`src/rtl/ddc_pkg.sv`:
```
// ----------------------------------------------------------------------------
// Disk drive controller package
// Shared constants, command codes and types for the disk drive controller.
// ----------------------------------------------------------------------------
`default_nettype none

package ddc_pkg;

  localparam int SIDE_BYTES   = 65536;
  localparam int IMAGE_DEPTH  = 131072;
  localparam int IMAGE_AW     = $clog2(IMAGE_DEPTH);

  localparam logic [7:0] XFER_CYCLES   = 8'd145;
  localparam logic [8:0] READY_SWITCH  = 9'd60;
  localparam logic [8:0] READY_POWERUP = 9'd420;

  typedef enum logic [2:0] {
    CMD_READ  = 3'd0,
    CMD_WRITE = 3'd1,
    CMD_TICK  = 3'd2,
    CMD_FRAME = 3'd3,
    CMD_LOAD  = 3'd4
  } cmd_t;

  localparam logic [4:0] REG_RELOAD_LO = 5'h00;
  localparam logic [4:0] REG_RELOAD_HI = 5'h01;
  localparam logic [4:0] REG_IRQ_CTRL  = 5'h02;
  localparam logic [4:0] REG_WDATA     = 5'h04;
  localparam logic [4:0] REG_DRIVE     = 5'h05;
  localparam logic [4:0] REG_STATUS    = 5'h10;
  localparam logic [4:0] REG_RDATA     = 5'h11;
  localparam logic [4:0] REG_DRIVE_ST  = 5'h12;
  localparam logic [4:0] REG_BATTERY   = 5'h13;

  typedef struct packed {
    logic [7:0] read_data;
    logic       timer_irq;
    logic       transfer_irq_pulse;
    logic       mirror_horizontal;
  } result_t;

  typedef struct packed {
    logic                re;
    logic                we;
    logic [IMAGE_AW-1:0] addr;
    logic [7:0]          wdata;
  } ram_req_t;

endpackage

`default_nettype wire

```
`src/rtl/ddc_skid.sv`:
```
// ----------------------------------------------------------------------------
// Result output buffer
// Output register with a skid stage so the input side waits on a stall only once the skid stage is full.
// ----------------------------------------------------------------------------
`default_nettype none

module ddc_skid (
  input  wire logic             clk,
  input  wire logic             rst,
  input  wire logic             in_valid,
  input  wire ddc_pkg::result_t in_res,
  output logic                  in_ready,
  output logic                  out_valid,
  output ddc_pkg::result_t      out_res,
  input  wire logic             out_ready
);
  import ddc_pkg::*;

  result_t skid_res;
  logic    skid_valid;

  assign in_ready = ~skid_valid;

  always_ff @(posedge clk) begin
    if (rst) begin
      out_valid  <= 1'b0;
      skid_valid <= 1'b0;
    end else if (!out_valid || out_ready) begin
      if (skid_valid) begin
        out_valid  <= 1'b1;
        out_res    <= skid_res;
        skid_valid <= 1'b0;
      end else begin
        out_valid <= in_valid;
        out_res   <= in_res;
      end
    end else if (in_valid) begin
      skid_res   <= in_res;
      skid_valid <= 1'b1;
    end
  end

endmodule

`default_nettype wire

```
`config.mk`:
```
export PLATFORM = sky130hd
export DESIGN_NAME = ddc_skid
export DESIGN_NICKNAME = d
export VERILOG_FILES = /design/src/rtl/ddc_pkg.sv /design/src/rtl/ddc_skid.sv
export SDC_FILE = /design/constraint.sdc
export NUM_CORES = 1
export LEC_CHECK = 0
export ABC_CLOCK_PERIOD_IN_PS = 4760
export BUFFER_PORTS_ARGS = -buffer_cell sky130_fd_sc_hd__buf_2
export CORE_AREA = 5 5 49 51
export CTS_CLUSTER_DIAMETER = 120
export DETAILED_ROUTE_END_ITERATION = 10
export DIE_AREA = 0 0 54 56
export PLACE_DENSITY = 0.75
export SYNTH_ARGS = -nofsm -noshare
export SYNTH_HDL_FRONTEND = slang
export SYNTH_SLANG_ARGS = --single-unit
export TNS_END_PERCENT = 100
```
`constraint.sdc`:
```
create_clock -name clk -period 4.76 [get_ports clk]
set_input_delay 0.714 -clock clk [delete_from_list [all_inputs] [get_ports clk]]
set_output_delay 0.714 -clock clk [all_outputs]
set_load 0.02 [all_outputs]
```
# Yosys cells after proc, flatten, opt, wreduce, memory -nomap -nowiden

Index checks and enable logic that the tools add are counted.

Flip-flop bits (word level): 24
Output and inout bits: 13
Word-level logic and storage cells: 20

Mux-type cells: 2
Bitwise gates (word level): 3
Reduce and logical (&&, ||, !) cells: 5

Operator list:

| operator           | number |
|---|---|
| $mux W11           | 1 |
| $not A1 Y1         | 3 |
| $reduce_and A3 Y1  | 1 |
| $reduce_and A2 Y1  | 1 |
| $reduce_or A2 Y1   | 1 |
| $logic_not A1 Y1   | 1 |
| $logic_or A1 B1 Y1 | 1 |
| $mux W1            | 1 |

# Logic depth before layout (Yosys ltp)

Gate-level depths: netlist of run 1.

Depth after elaboration: 4
Depth in mapped cells: 3
Gate-level depth less buffers: 2

# Worst setup path before layout of run 1

OpenSTA, ideal clock, no wires.

Path type: in2reg
Start point: input out_ready
End point: register skid_res[0] (netlist bit), enable pin
Library setup time: 0.396 ns
Arrival time: 1.782 ns
Data required time: 4.364 ns
Slack: 2.582 ns
Stages: 2
Buffers on the path: 0
Cell sequence: nand2b_1 -> nor3b_1

Longest elaborated chain between the ends: 3

Ends and longest elaborated chain:

| what                        | line           | source |
|---|---|---|
| from (decl)                 | ddc_skid.sv:15 | `input wire logic out_ready` |
| $logic_or A1 B1 Y1          | ddc_skid.sv:28 | `end else if (!out_valid \|\| out_ready) begin` |
| $not A1 Y1 (no line)        | --             |  |
| $reduce_and A3 Y1 (no line) | --             |  |
| to (signal assigned)        | ddc_skid.sv:38 | `skid_res <= in_res;` |
| to (decl)                   | ddc_skid.sv:19 | `result_t skid_res;` |

Every way passes these cells.
A chain may end at the register's enable or synchronous reset.

# Worst setup path in the final report of run 1

Start point: register skid_valid
End point: output in_ready

Longest elaborated chain between the ends: 1

Ends and longest elaborated chain:

| what                   | line           | source |
|---|---|---|
| from (decl)            | ddc_skid.sv:20 | `logic skid_valid;` |
| from (signal assigned) | ddc_skid.sv:27 | `skid_valid <= 1'b0;` |
| from (signal assigned) | ddc_skid.sv:32 | `skid_valid <= 1'b0;` |
| from (signal assigned) | ddc_skid.sv:39 | `skid_valid <= 1'b1;` |
| $not A1 Y1             | ddc_skid.sv:22 | `assign in_ready = ~skid_valid;` |
| to (decl)              | ddc_skid.sv:12 | `output logic in_ready,` |

Every way passes these cells.

==> results of run 1 <==
[critical path, stage by stage (launching register included)]
cell and delay [ps]:
dfxtp_1 780, inv_1 70, buf_2 180
[sequential cells by signal, indices dropped and copies added (netlist names)]
name and count:
out_valid 1, skid_valid 1, skid_res 11, out_res 11
[layer usage]
layer / part of all wire, % / routed length [µm]
met5: 0 / 0
met4: 1.6 / 19
met3: 8.1 / 97
met2: 51 / 618
met1: 39 / 465
[stage by stage]
step | power (µW) | instance area [µm²] | worst slack [ps] | utilization, %
CTS | 365 | 1090 | 2680 | 57.6
global route | 381 | 1090 | 2590 | 57.6
floorplan | 268 | 906 | 2580 | -
finish | 360 | 1090 | 2710 | 57.6
global placement | 282 | 1070 | 2700 | 56.2
detailed placement | 282 | 1070 | 2660 | 56.2
[cells by family after synthesis]
logic type             Yosys count  share of synthesized area, %
AOI/OAI and AO/OA                1                         0.552
muxes                           11                          17.0
DFF                             24                          77.3
and+or+nand+nor                  5                          3.45
buffers and inverters            2                          1.66
[report_power, final]
group	switching, µW	total (µW)	leakage, µW	internal, µW
sequential	2.56	242	0.000222	239
clock	52.0	82.5	0.0000154	30.5
combinational	18.8	35.1	0.000182	16.3
total	73.3	360	0.000420	286
[area by class of cell]
| cell class | count | area [µm²] |
|---|---|---|
| fill | 155 | 807 |
| multi-input combinational | 17 | 195 |
| clock buffer | 3 | 22.5 |
| sequential | 24 | 701 |
| timing repair buffer | 27 | 135 |
| clock inverter | 1 | 3.75 |
| tap | 27 | 33.8 |
| inverter | 1 | 3.75 |
[layout by cell type (no fill, tap or decap)]
cell type and count:
a21oi_1 1, buf_2 27, clkbuf_4 3, clkinv_1 1, dfxtp_1 2, edfxtp_1 22
inv_1 1, mux2_2 3, mux2_4 8, nand2b_1 1, nor2_2 1, nor2b_1 1
nor3_1 1, nor3b_2 1
[worst paths after layout]
kind	from	to	slack, ps	cells past startpoint
max	skid_valid$_SDFFE_PP0P_	in_ready	2710	2
min	out_valid$_SDFFE_PP0P_	skid_valid$_SDFFE_PP0P_	560	2
max reg2reg	out_valid$_SDFFE_PP0P_	out_res[8]$_DFFE_PP_	3180	2
min reg2reg	out_valid$_SDFFE_PP0P_	skid_valid$_SDFFE_PP0P_	560	2
==> reports/metrics.yaml, run 1 <==
status:
  status: "finished clean"
yosys:
  ys.flop_type: "edfxtp_1"
  synth_common_cells: "edfxtp_1 (22), mux2_4 (8), mux2_2 (3), dfxtp_1 (2)"
  yosysMostFrequentCell: "edfxtp_1"
  synth_area_per_cell_um2: 21.1
  synth_fp_nets: 58
  syn_area_um2: 906
  yosysTopAreaCell: "edfxtp_1"
  ys_seq_area_share_pct: 77.3
  yosysWarnings: 0
  synth_top_area_share_pct: 72.9
  ys_async_sr_fraction_pct: 0
  synth_edf_count: 22
  synth_area_leaders: "edfxtp_1 (73%), mux2_4 (13%), dfxtp_1 (4.4%)"
  synth-seq-cells: 24
  synth.distinct_cells: 12
  synth_cells: 43
global_routing:
  grt_max_degree: 14
  grtUsageMet3_pct: 1.88
  busiest_layer: "met2"
  grt_pass1_vias: 437
  grt_pass1_wl_mm: 1.86
  use_met2_pct: 14.0
  antenna_found_initial: 0
  grt_use_total_pct: 8.62
  gr-usage-met1_pct: 9.38
  grt.overflow.total: 0
die:
  core_area_mm2: 0.00190
  die_y_um: 56
  num_rows: 16
  dieArea_mm2: 0.00302
  io_pins: 28
  start_util_pct: 47.6
  die_w_um: 54
power:
  vdd_drop_max_uv: 208
  p_per_area_mw_per_mm2: 328
  power.leakage_uw: 0.000420
route:
  wirelength_mm: 1.20
  routed-via-count: 455
  wl_per_cell_um: 12.0
  first_iter_violations: 4
  avgViaCountPerCell: 4.55
  drt_first_pass_iters: 4
  drtAntennaViolNets: 0
  drc_errors: 0
placed_design:
  dp_cells: 96
  place_congestion: 0.667
  dp.final_hpwl_um: 915
  numPortBuffers: 27
timing:
  skew_ps: 3.29
  fmax_mhz: 489
  hold_ws_ps: 556
  rsz0062_at_grt: "no"
  hold_viol: 0
  timing.final.crit_share_pct: 43.0
  setup_viol: 0
  setup_tns_ps: 0
  drv_slew: 0
  worst_pin_slew_ps: 939
  layout_min_cycle_time_ps: 2050
  timing.slew.headroom_pct: 37.3
critical_path:
  critPathLaunchType: "flop"
  path_class: "flop to primary output"
  arrival_ps: 1330
  crit_path_end_kind: "primary output"
  worstPathRequired_ps: 4050
  crit_fanout: 13
clock_tree:
  root_buffer: "clkbuf_4"
  clk_path_buf_depth: 2
  htree_levels: 1
  cts_num_sinks: 24
  cts_setup_buffers: 0
  cts_tree: "done"
  clk_pin_slew_ps: 110
  clk_latency_ps: 300
  cts-hold-fix-buffers: 0
  ctsResizeCount: 0
  numCtsBuffers: 3
min_path:
  holdCritPathClass: "flop to flop"
cells_and_area:
  antennaDiodeCount: 0
  syn2layout_area_growth_pct: 20.9
  fin_cells: 100
  drive_above_1_share_pct: 58.9
  nets: 89
flow_run:
  drv_cap: 0
Note: power is estimated with default switching activity, not from simulation.
==> inputs of run 2 (changes only) <==
Settings changed: ABC_AREA set to 1, ABC_CLOCK_PERIOD_IN_PS 4760 to 2100, CORE_AREA 5 5 49 51 to 5 5 50 52, DIE_AREA 0 0 54 56 to 0 0 55 57, PLACE_DENSITY 0.75 to 0.72.
Clock period 4.76 ns to 2.1 ns, I/O delays scaled along.
==> reports/metrics.yaml, run 2 <==
status:
  status: "finished clean"
placed_design:
  place_congestion: 0.816  # +22%
  placed_cell_area_mm2: 0.00105  # -1.3%
  dp.final_hpwl_mm: 1.14  # +25%
  numPortBuffers: 27  # unchanged
critical_path:
  cpMaxStageDelayCell: "dfxtp_1"
  r2r-end: "out_res[4]$_DFFE_PP_"
  endpoint: "in_ready"
  arrival_ps: 1350  # +20 ps
  crit_fanout: 14  # +1
  worstPathRequired_ps: 1780  # -2270 ps
  rr_worst_depth: 3  # +1
  cpPeakStageDelay_ps: 640  # -140 ps
  path_depth: 2  # unchanged
  critPathLaunchType: "flop"
  cp_cell_sequence: "inv_2 -> buf_2"
  crit_family: "flip-flops"
  startpoint: "skid_valid$_SDFFE_PP0P_"
  path_class: "flop to primary output"
  r2r_slack_ps: 880  # -2300 ps
  crit_path_end_kind: "primary output"
  reg2reg_from: "skid_valid$_SDFFE_PP0P_"
  crit_buf_inv: 2  # unchanged
yosys:
  synthXorXnorAreaFrac_pct: 0  # unchanged
  yosysTopAreaCell: "edfxtp_1"
  synth.distinct_cells: 11  # -1
  synth_edf_count: 22  # unchanged
  synth_cells: 70  # +63%
  ys_seq_area_share_pct: 78.9  # +1.5 points
  synth_top_area_share_pct: 74.4  # +1.4 points
  ys_async_sr_fraction_pct: 0  # unchanged
  synth_area_leaders: "edfxtp_1 (74%), nand2_1 (14%), dfxtp_1 (4.5%)"
  synth_fp_nets: 85  # +47%
  syn_area_um2: 888  # -1.9%
  synth_area_per_cell_um2: 12.7  # -40%
  synth_top_family_by_area: "simple AND/OR/NAND/NOR gates"
  synth_common_cells: "nand2_1 (34), edfxtp_1 (22), inv_1 (3), nor2_1 (3), dfxtp_1 (2)"
  yosys.area_share.adder_pct: 0  # unchanged
  ys.flop_type: "edfxtp_1"
  yosysWarnings: 0  # unchanged
  yosysMostFrequentCell: "nand2_1"
  synth-seq-cells: 24  # unchanged
  synth_compound_area_share_pct: 1.13  # +0.57 points
  synthMuxAreaShare_pct: 0  # -17 points
  synthSimpleGateAreaFrac_pct: 16.2  # +13 points
clock_tree:
  clk_pin_slew_ps: 130  # +20 ps
  ctsResizeCount: 0  # unchanged
  clk_latency_ps: 310  # about the same
  clk_path_buf_depth: 2  # unchanged
  htree_levels: 1  # unchanged
  root_buffer: "clkbuf_4"
  cts_setup_buffers: 0  # unchanged
  cts-hold-fix-buffers: 0  # unchanged
  numCtsBuffers: 3  # unchanged
  cts_tree: "done"
  cts_num_sinks: 24  # unchanged
timing:
  hold_viol: 0  # unchanged
  skew_ps: 2.52  # -0.775 ps
  timing.final.crit_share_pct: 79.5
  fmax_mhz: 599
  drv_slew: 0  # unchanged
  setup_viol: 0  # unchanged
  timing.slew.headroom_pct: 68.5  # +31 points
  setup_tns_ps: 0  # unchanged
  layout_min_cycle_time_ps: 1670
  worst_pin_slew_ps: 471  # -468 ps
  rsz0062_at_grt: "no"
die:
  core_area_mm2: 0.00206  # +8.5%
  num_rows: 17  # +1
  die_y_um: 57  # +1.8%
  io_pins: 28  # unchanged
  start_util_pct: 43.1  # -4.6 points
  dieArea_mm2: 0.00314  # +3.7%
  die_w_um: 55  # +1.9%
route:
  drt_first_pass_iters: 4  # unchanged
  drtAntennaViolNets: 0  # unchanged
  wl_per_cell_um: 11.7  # -2.7%
  routed-via-count: 599  # +32%
  drc_errors: 0  # unchanged
  avgViaCountPerCell: 4.64  # +2.1%
  first_iter_violations: 11  # +7
  wirelength_mm: 1.51  # +25%
cells_and_area:
  final_common_cell: "nand2_1"
  antennaDiodeCount: 0  # unchanged
  top_regs: "out_res x11, skid_res x11"
  final_cell_mix: "nand2_1 (34), buf_2 (27), edfxtp_1 (22)"
  final_area_mm2: 0.00111  # +1.1%
  drive_above_1_share_pct: 33.7  # -25 points
  syn2layout_area_growth_pct: 24.6
  nets: 117  # +31%
global_routing:
  grtUsageMet3_pct: 3.39  # +1.5 points
  grt_max_degree: 15  # +1
  grt_pass1_wl_mm: 2.64  # +42%
  use_met2_pct: 19.3  # +5.2 points
  gr-usage-met1_pct: 13.1  # +3.7 points
  grt.overflow.total: 0  # unchanged
  grt_pass1_vias: 628  # +44%
  busiest_layer: "met2"
  antenna_found_initial: 0  # unchanged
  grt_use_total_pct: 11.8  # +3.2 points
min_path:
  holdCritPathClass: "input pin to flop"
  min_path_cells: 1  # -1
power:
  p_seq_share_pct: 57.5  # -9.8 points
  clkPwrFrac_pct: 34.1  # +11 points
  p_sw_share_pct: 20.0  # -0.39 points
  p_per_area_mw_per_mm2: 865  # +160%
  p_int_uw: 766  # +170%
  p_comb_share_pct: 8.4  # -1.4 points
  power.leakage_uw: 0.000491  # +17%
  p_sw_uw: 192  # +160%
  vdd_drop_max_uv: 512  # +150%
flow_run:
  drv_cap: 0  # unchanged
-- run 2: cell types whose count changed after synthesis, sizes merged, moves of 2 or more --
cell / previous run / this run
mux2: 11 / 0
nor2: 1 / 3
inv: 1 / 4
nand2: 0 / 34
-- run 2: how the worst min path moves through the flow --
stage | from | end | slack (ps)
floorplan | in_res[0] | skid_res[0]$_DFFE_PP_ | 410
global placement | skid_res[9]$_DFFE_PP_ | out_res[9]$_DFFE_PP_ | 500
detailed placement | skid_res[1]$_DFFE_PP_ | out_res[1]$_DFFE_PP_ | 510
CTS | in_res[0] | skid_res[0]$_DFFE_PP_ | 180
global route | in_res[0] | skid_res[0]$_DFFE_PP_ | 170
finish | in_res[1] | skid_res[1]$_DFFE_PP_ | 190
-- run 2: kinds of logic (layout without fill, tap and decap cells) --
| logic type | Yosys count | count (layout) |
|---|---|---|
| and+or+nand+nor | 38 | 38 |
| DFF | 24 | 24 |
| buffers and inverters | 6 | 37 |
| AOI/OAI and AO/OA | 2 | 2 |
-- run 2: worst register-to-register path: cells and delay by family, from the launching register on --
| family | cells | cell delay (ps) |
|---|---|---|
| AND/OR/NAND/NOR | 2 | 160 |
| buffers and inverters | 1 | 210 |
| flip-flops | 1 | 640 |
-- run 2: layer usage --
metal | routed length [µm] | vias up
met4 | 32 | 0
met3 | 113 | 4
met5 | 0 | -
met1 | 521 | 280
met2 | 839 | 22
li1 | - | 293
-- run 2: stage by stage --
step | power (µW) | std cells | worst slack, ps | util, % | hold slack (ps)
detailed placement | 644 | 125 | 798 | 51.1 | 508
global placement | 641 | 125 | 824 | 51.1 | 499
floorplan | 606 | 70 | 628 | - | 414
finish | 958 | 129 | 431 | 53.7 | 188
CTS | 966 | 129 | 438 | 53.7 | 180
global route | 996 | 129 | 351 | 53.7 | 169
-- run 2: cell type report --
| type | instances | area (µm²) |
|---|---|---|
| timing repair buffer | 29 | 150 |
| inverter | 4 | 15.0 |
| clock buffer | 3 | 22.5 |
| tap | 28 | 35.0 |
| clock inverter | 1 | 30.0 |
| multi-input combinational | 40 | 154 |
| fill | 183 | 956 |
| sequential | 24 | 701 |
-- run 2: power by group through the flow --
stage	Combinational, µW	Sequential (µW)	Clock, µW
after floorplan	23.9	582	0
after global placement	79.3	561	0
after detailed placement	82.0	562	0
after CTS	82.2	551	333
after global routing	90.1	553	353
final	80.7	551	327
