`config.mk`:
```
export PLATFORM = sky130hd
export DESIGN_NAME = ddc_ctrl
export DESIGN_NICKNAME = d
export VERILOG_FILES = /design/src/rtl/ddc_pkg.sv /design/src/rtl/ddc_ctrl.sv
export SDC_FILE = /design/constraint.sdc
export NUM_CORES = 1
export LEC_CHECK = 0
export BUFFER_PORTS_ARGS = -buffer_cell sky130_fd_sc_hd__buf_4
export CORE_ASPECT_RATIO = 1.75
export CORE_MARGIN = 2
export CORE_UTILIZATION = 35
export DETAILED_ROUTE_END_ITERATION = 16
export PLACE_DENSITY_LB_ADDON = 0.05
export SLEW_MARGIN = 20
export SYNTH_ARGS = -nofsm -noshare
export SYNTH_HDL_FRONTEND = slang
export SYNTH_SLANG_ARGS = --single-unit
```
`constraint.sdc`:
```
create_clock -name clk -period 5.55 [get_ports clk]
set_input_delay 1.3875 -clock clk [delete_from_list [all_inputs] [get_ports clk]]
set_output_delay 1.3875 -clock clk [all_outputs]
set_load 0.03 [all_outputs]
```
`src/rtl/ddc_pkg.sv`:
```
// ----------------------------------------------------------------------------
// Disk drive controller package
// Shared constants, command codes and types for the disk drive controller.
// ----------------------------------------------------------------------------
`default_nettype none

package ddc_pkg;

  localparam int SIDE_BYTES   = 65536;
  localparam int IMAGE_DEPTH  = 131072;
  localparam int IMAGE_AW     = $clog2(IMAGE_DEPTH);

  localparam logic [7:0] XFER_CYCLES   = 8'd145;
  localparam logic [8:0] READY_SWITCH  = 9'd60;
  localparam logic [8:0] READY_POWERUP = 9'd420;

  typedef enum logic [2:0] {
    CMD_READ  = 3'd0,
    CMD_WRITE = 3'd1,
    CMD_TICK  = 3'd2,
    CMD_FRAME = 3'd3,
    CMD_LOAD  = 3'd4
  } cmd_t;

  localparam logic [4:0] REG_RELOAD_LO = 5'h00;
  localparam logic [4:0] REG_RELOAD_HI = 5'h01;
  localparam logic [4:0] REG_IRQ_CTRL  = 5'h02;
  localparam logic [4:0] REG_WDATA     = 5'h04;
  localparam logic [4:0] REG_DRIVE     = 5'h05;
  localparam logic [4:0] REG_STATUS    = 5'h10;
  localparam logic [4:0] REG_RDATA     = 5'h11;
  localparam logic [4:0] REG_DRIVE_ST  = 5'h12;
  localparam logic [4:0] REG_BATTERY   = 5'h13;

  typedef struct packed {
    logic [7:0] read_data;
    logic       timer_irq;
    logic       transfer_irq_pulse;
    logic       mirror_horizontal;
  } result_t;

  typedef struct packed {
    logic                re;
    logic                we;
    logic [IMAGE_AW-1:0] addr;
    logic [7:0]          wdata;
  } ram_req_t;

endpackage

`default_nettype wire

```
`src/rtl/ddc_ctrl.sv`:
```
// ----------------------------------------------------------------------------
// Disk drive controller command logic
// Executes one command a cycle against the timer, drive and image state.
// ----------------------------------------------------------------------------
`default_nettype none

module ddc_ctrl (
  input  wire logic                      clk,
  input  wire logic                      rst,
  input  wire logic                      in_valid,
  input  wire logic [2:0]                in_cmd,
  input  wire logic [4:0]                in_offset,
  input  wire logic [7:0]                in_wdata,
  input  wire logic                      in_switch,
  input  wire logic [ddc_pkg::IMAGE_AW-1:0] in_addr,
  input  wire logic                      has_side_b,
  input  wire logic [7:0]                ram_rdata,
  output ddc_pkg::ram_req_t              ram_req,
  output ddc_pkg::result_t               res
);
  import ddc_pkg::*;

  logic [15:0] irq_reload, irq_reload_next;
  logic [15:0] irq_count, irq_count_next;
  logic        irq_enabled, irq_enabled_next;
  logic        timer_irq_flag, timer_irq_flag_next;
  logic        media_ready, media_ready_next;
  logic [8:0]  ready_count, ready_count_next;
  logic        xfer_done, xfer_done_next;
  logic        read_mode, read_mode_next;
  logic        crc_phase, crc_phase_next;
  logic        at_disk_start, at_disk_start_next;
  logic        motor_active, motor_active_next;
  logic [7:0]  transfer_byte, transfer_byte_next;
  logic        byte_pending, byte_pending_next;
  logic [1:0]  mode_switch_delay, mode_switch_delay_next;
  logic [7:0]  transfer_count, transfer_count_next;
  logic [15:0] disk_pos, disk_pos_next;
  logic        on_side_b, on_side_b_next;
  logic        mirroring, mirroring_next;

  logic [7:0]  byte_cur;
  logic [IMAGE_AW-1:0] pos_index;

  // The byte fetched from the image lands in the cycle after the read.
  assign byte_cur = byte_pending ? ram_rdata : transfer_byte;

  always_comb begin
    logic [IMAGE_AW-1:0] base;
    cmd_t                cmd;
    irq_reload_next        = irq_reload;
    irq_count_next         = irq_count;
    irq_enabled_next       = irq_enabled;
    timer_irq_flag_next    = timer_irq_flag;
    media_ready_next       = media_ready;
    ready_count_next       = ready_count;
    xfer_done_next         = xfer_done;
    read_mode_next         = read_mode;
    crc_phase_next         = crc_phase;
    at_disk_start_next     = at_disk_start;
    motor_active_next      = motor_active;
    transfer_byte_next     = byte_cur;
    byte_pending_next      = 1'b0;
    mode_switch_delay_next = mode_switch_delay;
    transfer_count_next    = transfer_count;
    disk_pos_next          = disk_pos;
    on_side_b_next         = on_side_b;
    mirroring_next         = mirroring;
    ram_req                = '0;
    res                    = '0;
    base                   = '0;
    cmd                    = cmd_t'(in_cmd);
    pos_index              = '0;

    if (in_valid) begin
      unique case (cmd)
        CMD_READ: begin
          unique case (in_offset)
            REG_STATUS: begin
              res.read_data = {1'b1, ~motor_active, 4'b0, xfer_done, timer_irq_flag};
              xfer_done_next      = 1'b0;
              timer_irq_flag_next = 1'b0;
            end
            REG_RDATA:    res.read_data = byte_cur;
            REG_DRIVE_ST: res.read_data = {6'b010000, ~motor_active, ~media_ready};
            REG_BATTERY:  res.read_data = 8'h80;
            default:      res.read_data = 8'h00;
          endcase
        end
        CMD_WRITE: begin
          unique case (in_offset)
            REG_RELOAD_LO: irq_reload_next[7:0]  = in_wdata;
            REG_RELOAD_HI: irq_reload_next[15:8] = in_wdata;
            REG_IRQ_CTRL: begin
              irq_enabled_next = in_wdata[1];
              irq_count_next   = in_wdata[1] ? irq_reload : 16'd0;
            end
            REG_WDATA: begin
              xfer_done_next = 1'b0;
              if (!read_mode) begin
                transfer_byte_next = in_wdata;
              end
            end
            REG_DRIVE: begin
              if (in_wdata[1]) begin
                disk_pos_next       = '0;
                at_disk_start_next  = 1'b1;
                crc_phase_next      = 1'b0;
                motor_active_next   = 1'b0;
                transfer_count_next = '0;
              end else begin
                motor_active_next = 1'b1;
                if (!in_wdata[2]) begin
                  if (read_mode) begin
                    read_mode_next         = 1'b0;
                    mode_switch_delay_next = 2'd2;
                  end
                end else begin
                  read_mode_next = 1'b1;
                end
                if (in_wdata[6]) begin
                  if (transfer_count == 8'd0) begin
                    transfer_count_next = XFER_CYCLES;
                  end
                end else begin
                  transfer_count_next = '0;
                end
              end
              mirroring_next = in_wdata[3];
              if (in_wdata[4] && !read_mode_next) begin
                if (!crc_phase_next) begin
                  disk_pos_next = disk_pos_next + 16'd2;
                end
                crc_phase_next = 1'b1;
              end else begin
                if (crc_phase_next) begin
                  byte_pending_next = 1'b1;
                  ram_req.re        = 1'b1;
                end
                crc_phase_next = 1'b0;
              end
            end
            default: ;
          endcase
        end
        CMD_TICK: begin
          if (irq_count == 16'd1) begin
            if (irq_enabled) begin
              timer_irq_flag_next = 1'b1;
            end
            irq_count_next = '0;
          end else if (irq_count > 16'd1) begin
            irq_count_next = irq_count - 16'd1;
          end
          if (motor_active && !crc_phase) begin
            if (transfer_count == 8'd1) begin
              if (mode_switch_delay == 2'd0) begin
                if (!at_disk_start) begin
                  disk_pos_next = disk_pos + 16'd1;
                end
                if (read_mode) begin
                  byte_pending_next = 1'b1;
                  ram_req.re        = 1'b1;
                end else begin
                  ram_req.we    = 1'b1;
                  ram_req.wdata = byte_cur;
                end
              end else begin
                mode_switch_delay_next = mode_switch_delay - 2'd1;
              end
              xfer_done_next         = 1'b1;
              transfer_count_next    = XFER_CYCLES;
              res.transfer_irq_pulse = 1'b1;
              at_disk_start_next     = 1'b0;
            end else if (transfer_count > 8'd1) begin
              transfer_count_next = transfer_count - 8'd1;
            end
          end
        end
        CMD_FRAME: begin
          if (ready_count == 9'd1) begin
            media_ready_next = 1'b1;
            ready_count_next = '0;
          end else if (ready_count > 9'd1) begin
            ready_count_next = ready_count - 9'd1;
          end
          if (in_switch && has_side_b) begin
            on_side_b_next   = ~on_side_b;
            media_ready_next = 1'b0;
            ready_count_next = READY_SWITCH;
          end
        end
        CMD_LOAD: begin
          ram_req.we    = 1'b1;
          ram_req.wdata = in_wdata;
        end
        default: ;
      endcase
    end

    base      = on_side_b ? IMAGE_AW'(SIDE_BYTES) : '0;
    pos_index = base + IMAGE_AW'(32'(disk_pos_next) % SIDE_BYTES);
    ram_req.addr = (in_valid && cmd == CMD_LOAD) ? in_addr : pos_index;

    res.timer_irq         = timer_irq_flag_next;
    res.mirror_horizontal = mirroring_next;
  end

  always_ff @(posedge clk) begin
    if (rst) begin
      irq_reload        <= '0;
      irq_count         <= '0;
      irq_enabled       <= 1'b0;
      timer_irq_flag    <= 1'b0;
      media_ready       <= 1'b0;
      ready_count       <= READY_POWERUP;
      xfer_done         <= 1'b0;
      read_mode         <= 1'b1;
      crc_phase         <= 1'b0;
      at_disk_start     <= 1'b1;
      motor_active      <= 1'b0;
      transfer_byte     <= '0;
      byte_pending      <= 1'b0;
      mode_switch_delay <= '0;
      transfer_count    <= '0;
      disk_pos          <= '0;
      on_side_b         <= 1'b0;
      mirroring         <= 1'b0;
    end else begin
      irq_reload        <= irq_reload_next;
      irq_count         <= irq_count_next;
      irq_enabled       <= irq_enabled_next;
      timer_irq_flag    <= timer_irq_flag_next;
      media_ready       <= media_ready_next;
      ready_count       <= ready_count_next;
      xfer_done         <= xfer_done_next;
      read_mode         <= read_mode_next;
      crc_phase         <= crc_phase_next;
      at_disk_start     <= at_disk_start_next;
      motor_active      <= motor_active_next;
      transfer_byte     <= transfer_byte_next;
      byte_pending      <= byte_pending_next;
      mode_switch_delay <= mode_switch_delay_next;
      transfer_count    <= transfer_count_next;
      disk_pos          <= disk_pos_next;
      on_side_b         <= on_side_b_next;
      mirroring         <= mirroring_next;
    end
  end

endmodule

`default_nettype wire

```
---- Word level (Yosys, flattened, before mapping) ----
Index checks and enable logic that the tools add are counted.
word-level totals
  logic and storage cells ................. 192
  input bits .............................. 46
  bits in registers ....................... 86
  output and inout bits ................... 38
cells by class
  mux-type cells .......................... 103
  reductions and logical operators ........ 27
  $lt $le $gt $ge ......................... 3
  bitwise logic cells ..................... 4
  add/subtract/negate cells ............... 7
  equality and inequality tests ........... 29
operator list
  cell                   count
  $mux 16                16
  $mux 8                 19
  $pmux 16 s2            2
  $mux 1                 40
  $mux 17                2
  $pmux 8 s2             2
  $pmux 8 s4             1
  $mux 9                 3
  $mux 2                 11
  $reduce_and 3->1       7
  $eq 5x5->1 const B     4
  $reduce_and 6->1       3
  $add 17x16->17         1
  $add 16x1->16 const B  1
  $add 16x2->16 const B  1
  $eq 16x1->1 const B    1
  $gt 16x1->1 const B    1
  $ne 2x2->1 const B     8
  $sub 16x1->16 const B  1
  $eq 5x3->1 const B     2
  $pmux 1 s2             5
  $eq 9x1->1 const B     1
  $gt 9x1->1 const B     1
  $reduce_and 9->1       1
  26 further kinds       39

---- Longest topological paths before layout ----
  depth after elaboration ................. 13
  gate-level depth with buffers ........... 11
  depth with buffers taken out ............ 9

---- Worst setup path before layout ----
No wires, ideal clock.
  kind .................................... in2out
  start point ............................. input port in_wdata[1]
  end point ............................... output port ram_req[23] (netlist bit)
  slack ................................... 0.163 ns
  buffers on the path ..................... 3
  stages on the path ...................... 11
  data arrival time ....................... 4.000 ns
  data required time ...................... 4.163 ns
  cell sequence ........................... clkbuf_1 clkbuf_1 clkbuf_1 nor2b_1 ha_1 or4bb_1 nor2_1 nand3_1 xor2_1 o311a_1 a21oi_1
RTL lines
  item                line            text
  start: declaration  ddc_ctrl.sv:13  input wire logic [7:0] in_wdata,
  end: declaration    ddc_ctrl.sv:18  output ddc_pkg::ram_req_t ram_req,

==> flow_summary.yaml <==
setup_path:
  worst-endpoint-required_ps: 4160
  worstSetupEndpointType: "output pin"
  timing.setup.critical_path_class: "in2out"
  setup.worst_path.start_class: "input pin"
  critical_path_maximum_fanout: 4
  r2r_cells: 6
  arrival_ps: 3760
route:
  total_wire_length_um: 22000
  wl_per_cell_um: 20.1
  remaining_drc_errors: 0
  num_vias: 6372
  detailedRoute.firstPassIterationCount: 5
  post_drt_via_cell_ratio: 5.84
  drt-initial-drc-count: 272
  number_of_nets_with_antenna_violations_after_detailed_routing: 0
clock_tree:
  clock-root-buffer: "clkbuf_16"
  tritoncts: "yes"
  htree_num_levels: 3
  post_cts_buffers: 0
  clock_path_buffers: 2
  insertion_delay_ps: 350
  cts.clk_slew.worst_paths_ps: 70
  cts.sink_count: 86
  cts_repair_resize_count: 0
  tritoncts.num_buffers: 9
  postCtsHoldBufs: 0
global_route:
  number_of_antenna_violations_at_the_first_check_in_global_routing: 0
  grt.overflow.total: 0
  grt_pass1_vias: 6329
  first_pass_grt_wire_length_um: 33800
  groute.usage.overall_pct: 24.1
  grt_start_max_net_pins: 89
layout:
  final_cells: 1092
  post_route_cells_drive_above_1_share_pct: 16.8
  design.final.nets: 917
  antenna_diode_instance_count: 0
  stdcell_area_um2: 7080
  area_growth_syn_to_layout_pct: 18.1
placement:
  dp_hpwl_um: 16500
  place_inst: 1077
  portBuffers: 83
  place.gp.congestion: 0.901
  post_dp_cell_area_um2: 6780
synth:
  netlist_area_um2: 6000
  proportion_of_synthesized_flip_flops_having_asynchronous_set_or_reset_pct: 0
  post_synth_xor_area_fraction_pct: 1.75
  synth_fp_nets: 866
  synth.area.mux_share_pct: 4.86
  synth_ff_type: "dfxtp_1"
  synth-edff-count: 0
  synth_compound_area_share_pct: 25.4
  syn_area_per_cell_um2: 7.40
  post_synth_inst_count: 810
  distinct_cells_synth: 77
  dominant_combinational_cell_family_by_area_after_synthesis: "simple AND/OR/NAND/NOR gates"
  synth_seq_area_share_pct: 28.7
  adder_cell_share_of_the_synthesized_area_pct: 2.09
  post_synth_and_or_nand_nor_area_fraction_pct: 31.7
  synth.yosys.warnings: 0
  synthesized_flop_and_latch_total: 86
timing:
  max_freq_ghz: 0.194
  slew_headroom_pct: 29.2
  grt_setup_unrepaired: "false"
  post_route_minimum_period_ps: 5140
  worst-slew-pin-transition_ps: 1050
  setup_viol: 0
  timing.final.crit_share_pct: 92.7
  timing.clock.skew_ps: 8.69
  hold_violation_total_from_the_final_report: 0
  finalMaxSlewViolations: 0
  tns_ps: 0
floorplan:
  io_pins: 84
  placementRows: 63
  dieArea_um2: 18200
  die_w_um: 103
  die-height_um: 177
  initial_core_util_pct: 35.5
  core-area_um2: 16900
min_path:
  worstHoldPathType: "reg2reg"
  min_delay_path_depth: 2
run_status:
  status: "complete, no violations"
pwr:
  power.static_leakage_nw: 2.60
  vdd.ir_drop.worst_v: 0.000115
  power_density_nw_per_um2: 205
run:
  max_cap_violations: 0
-- Yosys cell counts, types with 12 or more instances --
master / count / area [um2]
nor3_1: 43 / 215
dfxtp_1: 86 / 1720
a22oi_1: 20 / 150
a21oi_1: 67 / 335
nand3_1: 37 / 185
mux2i_1: 19 / 190
inv_1: 18 / 67.6
clkbuf_1: 38 / 143
nor2b_1: 17 / 106
o21ai_0: 40 / 200
nor2_1: 102 / 383
buf_2: 16 / 80.1
and3_1: 12 / 75.1
nand2_1: 77 / 289
-- placed cells by master, fill, tap and decap left out, types with 5 or more instances in the layout --
| cell type | netlist | routed |
|---|---|---|
| nor2_1 | 102 | 102 |
| buf_4 | 3 | 101 |
| dfxtp_1 | 86 | 86 |
| nand2_1 | 77 | 77 |
| a21oi_1 | 67 | 67 |
| nor3_1 | 43 | 43 |
| o21ai_0 | 40 | 40 |
| nand3_1 | 37 | 37 |
| a22oi_1 | 20 | 20 |
| mux2i_1 | 19 | 19 |
| inv_1 | 18 | 18 |
| nor2b_1 | 17 | 17 |
| and3_1 | 12 | 12 |
| nand2b_1 | 11 | 11 |
| o31ai_1 | 11 | 11 |
| ha_1 | 10 | 10 |
| nand4_1 | 9 | 9 |
| nor4_1 | 9 | 9 |
| o22ai_1 | 9 | 9 |
| mux2_2 | 9 | 9 |
| clkbuf_16 | 0 | 9 |
| a31oi_1 | 8 | 8 |
| and2_1 | 7 | 7 |
| a21o_1 | 7 | 7 |
| xor2_1 | 6 | 6 |
| xnor2_1 | 6 | 6 |
| o311a_1 | 5 | 5 |
| a211oi_1 | 5 | 5 |
| o211ai_1 | 5 | 5 |
| a22o_1 | 5 | 5 |
-- flip-flops by register name, summed over array words and instances (netlist names) --
name               cells
disk_pos              16
crc_phase              1
ready_count            9
transfer_count         8
mirroring              1
irq_enabled            1
irq_count             16
at_disk_start          1
timer_irq_flag         1
motor_active           1
byte_pending           1
irq_reload            16
mode_switch_delay      2
on_side_b              1
xfer_done              1
read_mode              1
transfer_byte          8
media_ready            1
-- critical path: stages --
cell,delay [ps]
buf_4,120
nand2b_1,200
inv_1,90
ha_1,200
nor4bb_1,450
nand4_1,290
o311a_1,400
o21ai_0,160
o211a_1,200
a21oi_1,70
buf_4,180
-- per-layer routing --
layer,GRT usage [%],vias to the layer above,wire (um)
li1,-,3074,-
met1,24.6,3079,8110
met2,45.5,165,12100
met3,3.63,54,788
met4,12.4,0,1050
met5,0,-,0
-- final cells by class --
cell class                 count  area [um2]
clock buffer                  10         239
clock inverter                 5        66.3
fill                        1844        9790
inverter                      18        67.6
multi-input combinational    645        3940
sequential                    86        1720
tap                          227         284
timing repair buffer         101         758
-- path summary, 6_finish.rpt --
path                                                  from                    endpoint  slack, ps
worst max-delay path                           in_wdata[1]                 ram_req[21]        410
worst min-delay path            irq_reload[7]$_SDFFE_PP0P_  irq_reload[7]$_SDFFE_PP0P_        460
worst max register to register   irq_count[8]$_SDFFE_PP0P_   irq_count[7]$_SDFFE_PP0P_       2760
worst min register to register  irq_reload[7]$_SDFFE_PP0P_  irq_reload[7]$_SDFFE_PP0P_        460
-- metrics by stage --
| stage | worst slack [ps] | total power, mW | hold WS [ps] | util, % |
|---|---|---|---|---|
| 2_1_floorplan | 163 | 0.742 | 436 | - |
| 3_3_place_gp | 478 | 0.816 | 449 | 40.2 |
| 3_5_place_dp | 430 | 0.817 | 456 | 40.2 |
| 4_1_cts | 408 | 1.46 | 466 | 42.0 |
| 5_1_grt | 212 | 1.50 | 485 | 42.0 |
| 6_report | 407 | 1.45 | 461 | 42.0 |
-- power breakdown --
group	internal, mW	switching [mW]
logic	0.0638	0.116
registers	0.620	0.00384
clock network	0.365	0.280
-- logic make-up after synthesis --
kind of cell               after synthesis
buffers and inverters                   79
DFF                                     86
and+or+nand+nor                        369
muxes                                   28
adders and majority gates               10
xor gates and xnor gates                12
AOI/OAI and AO/OA                      226
Power figures use the tool's default switching activity.
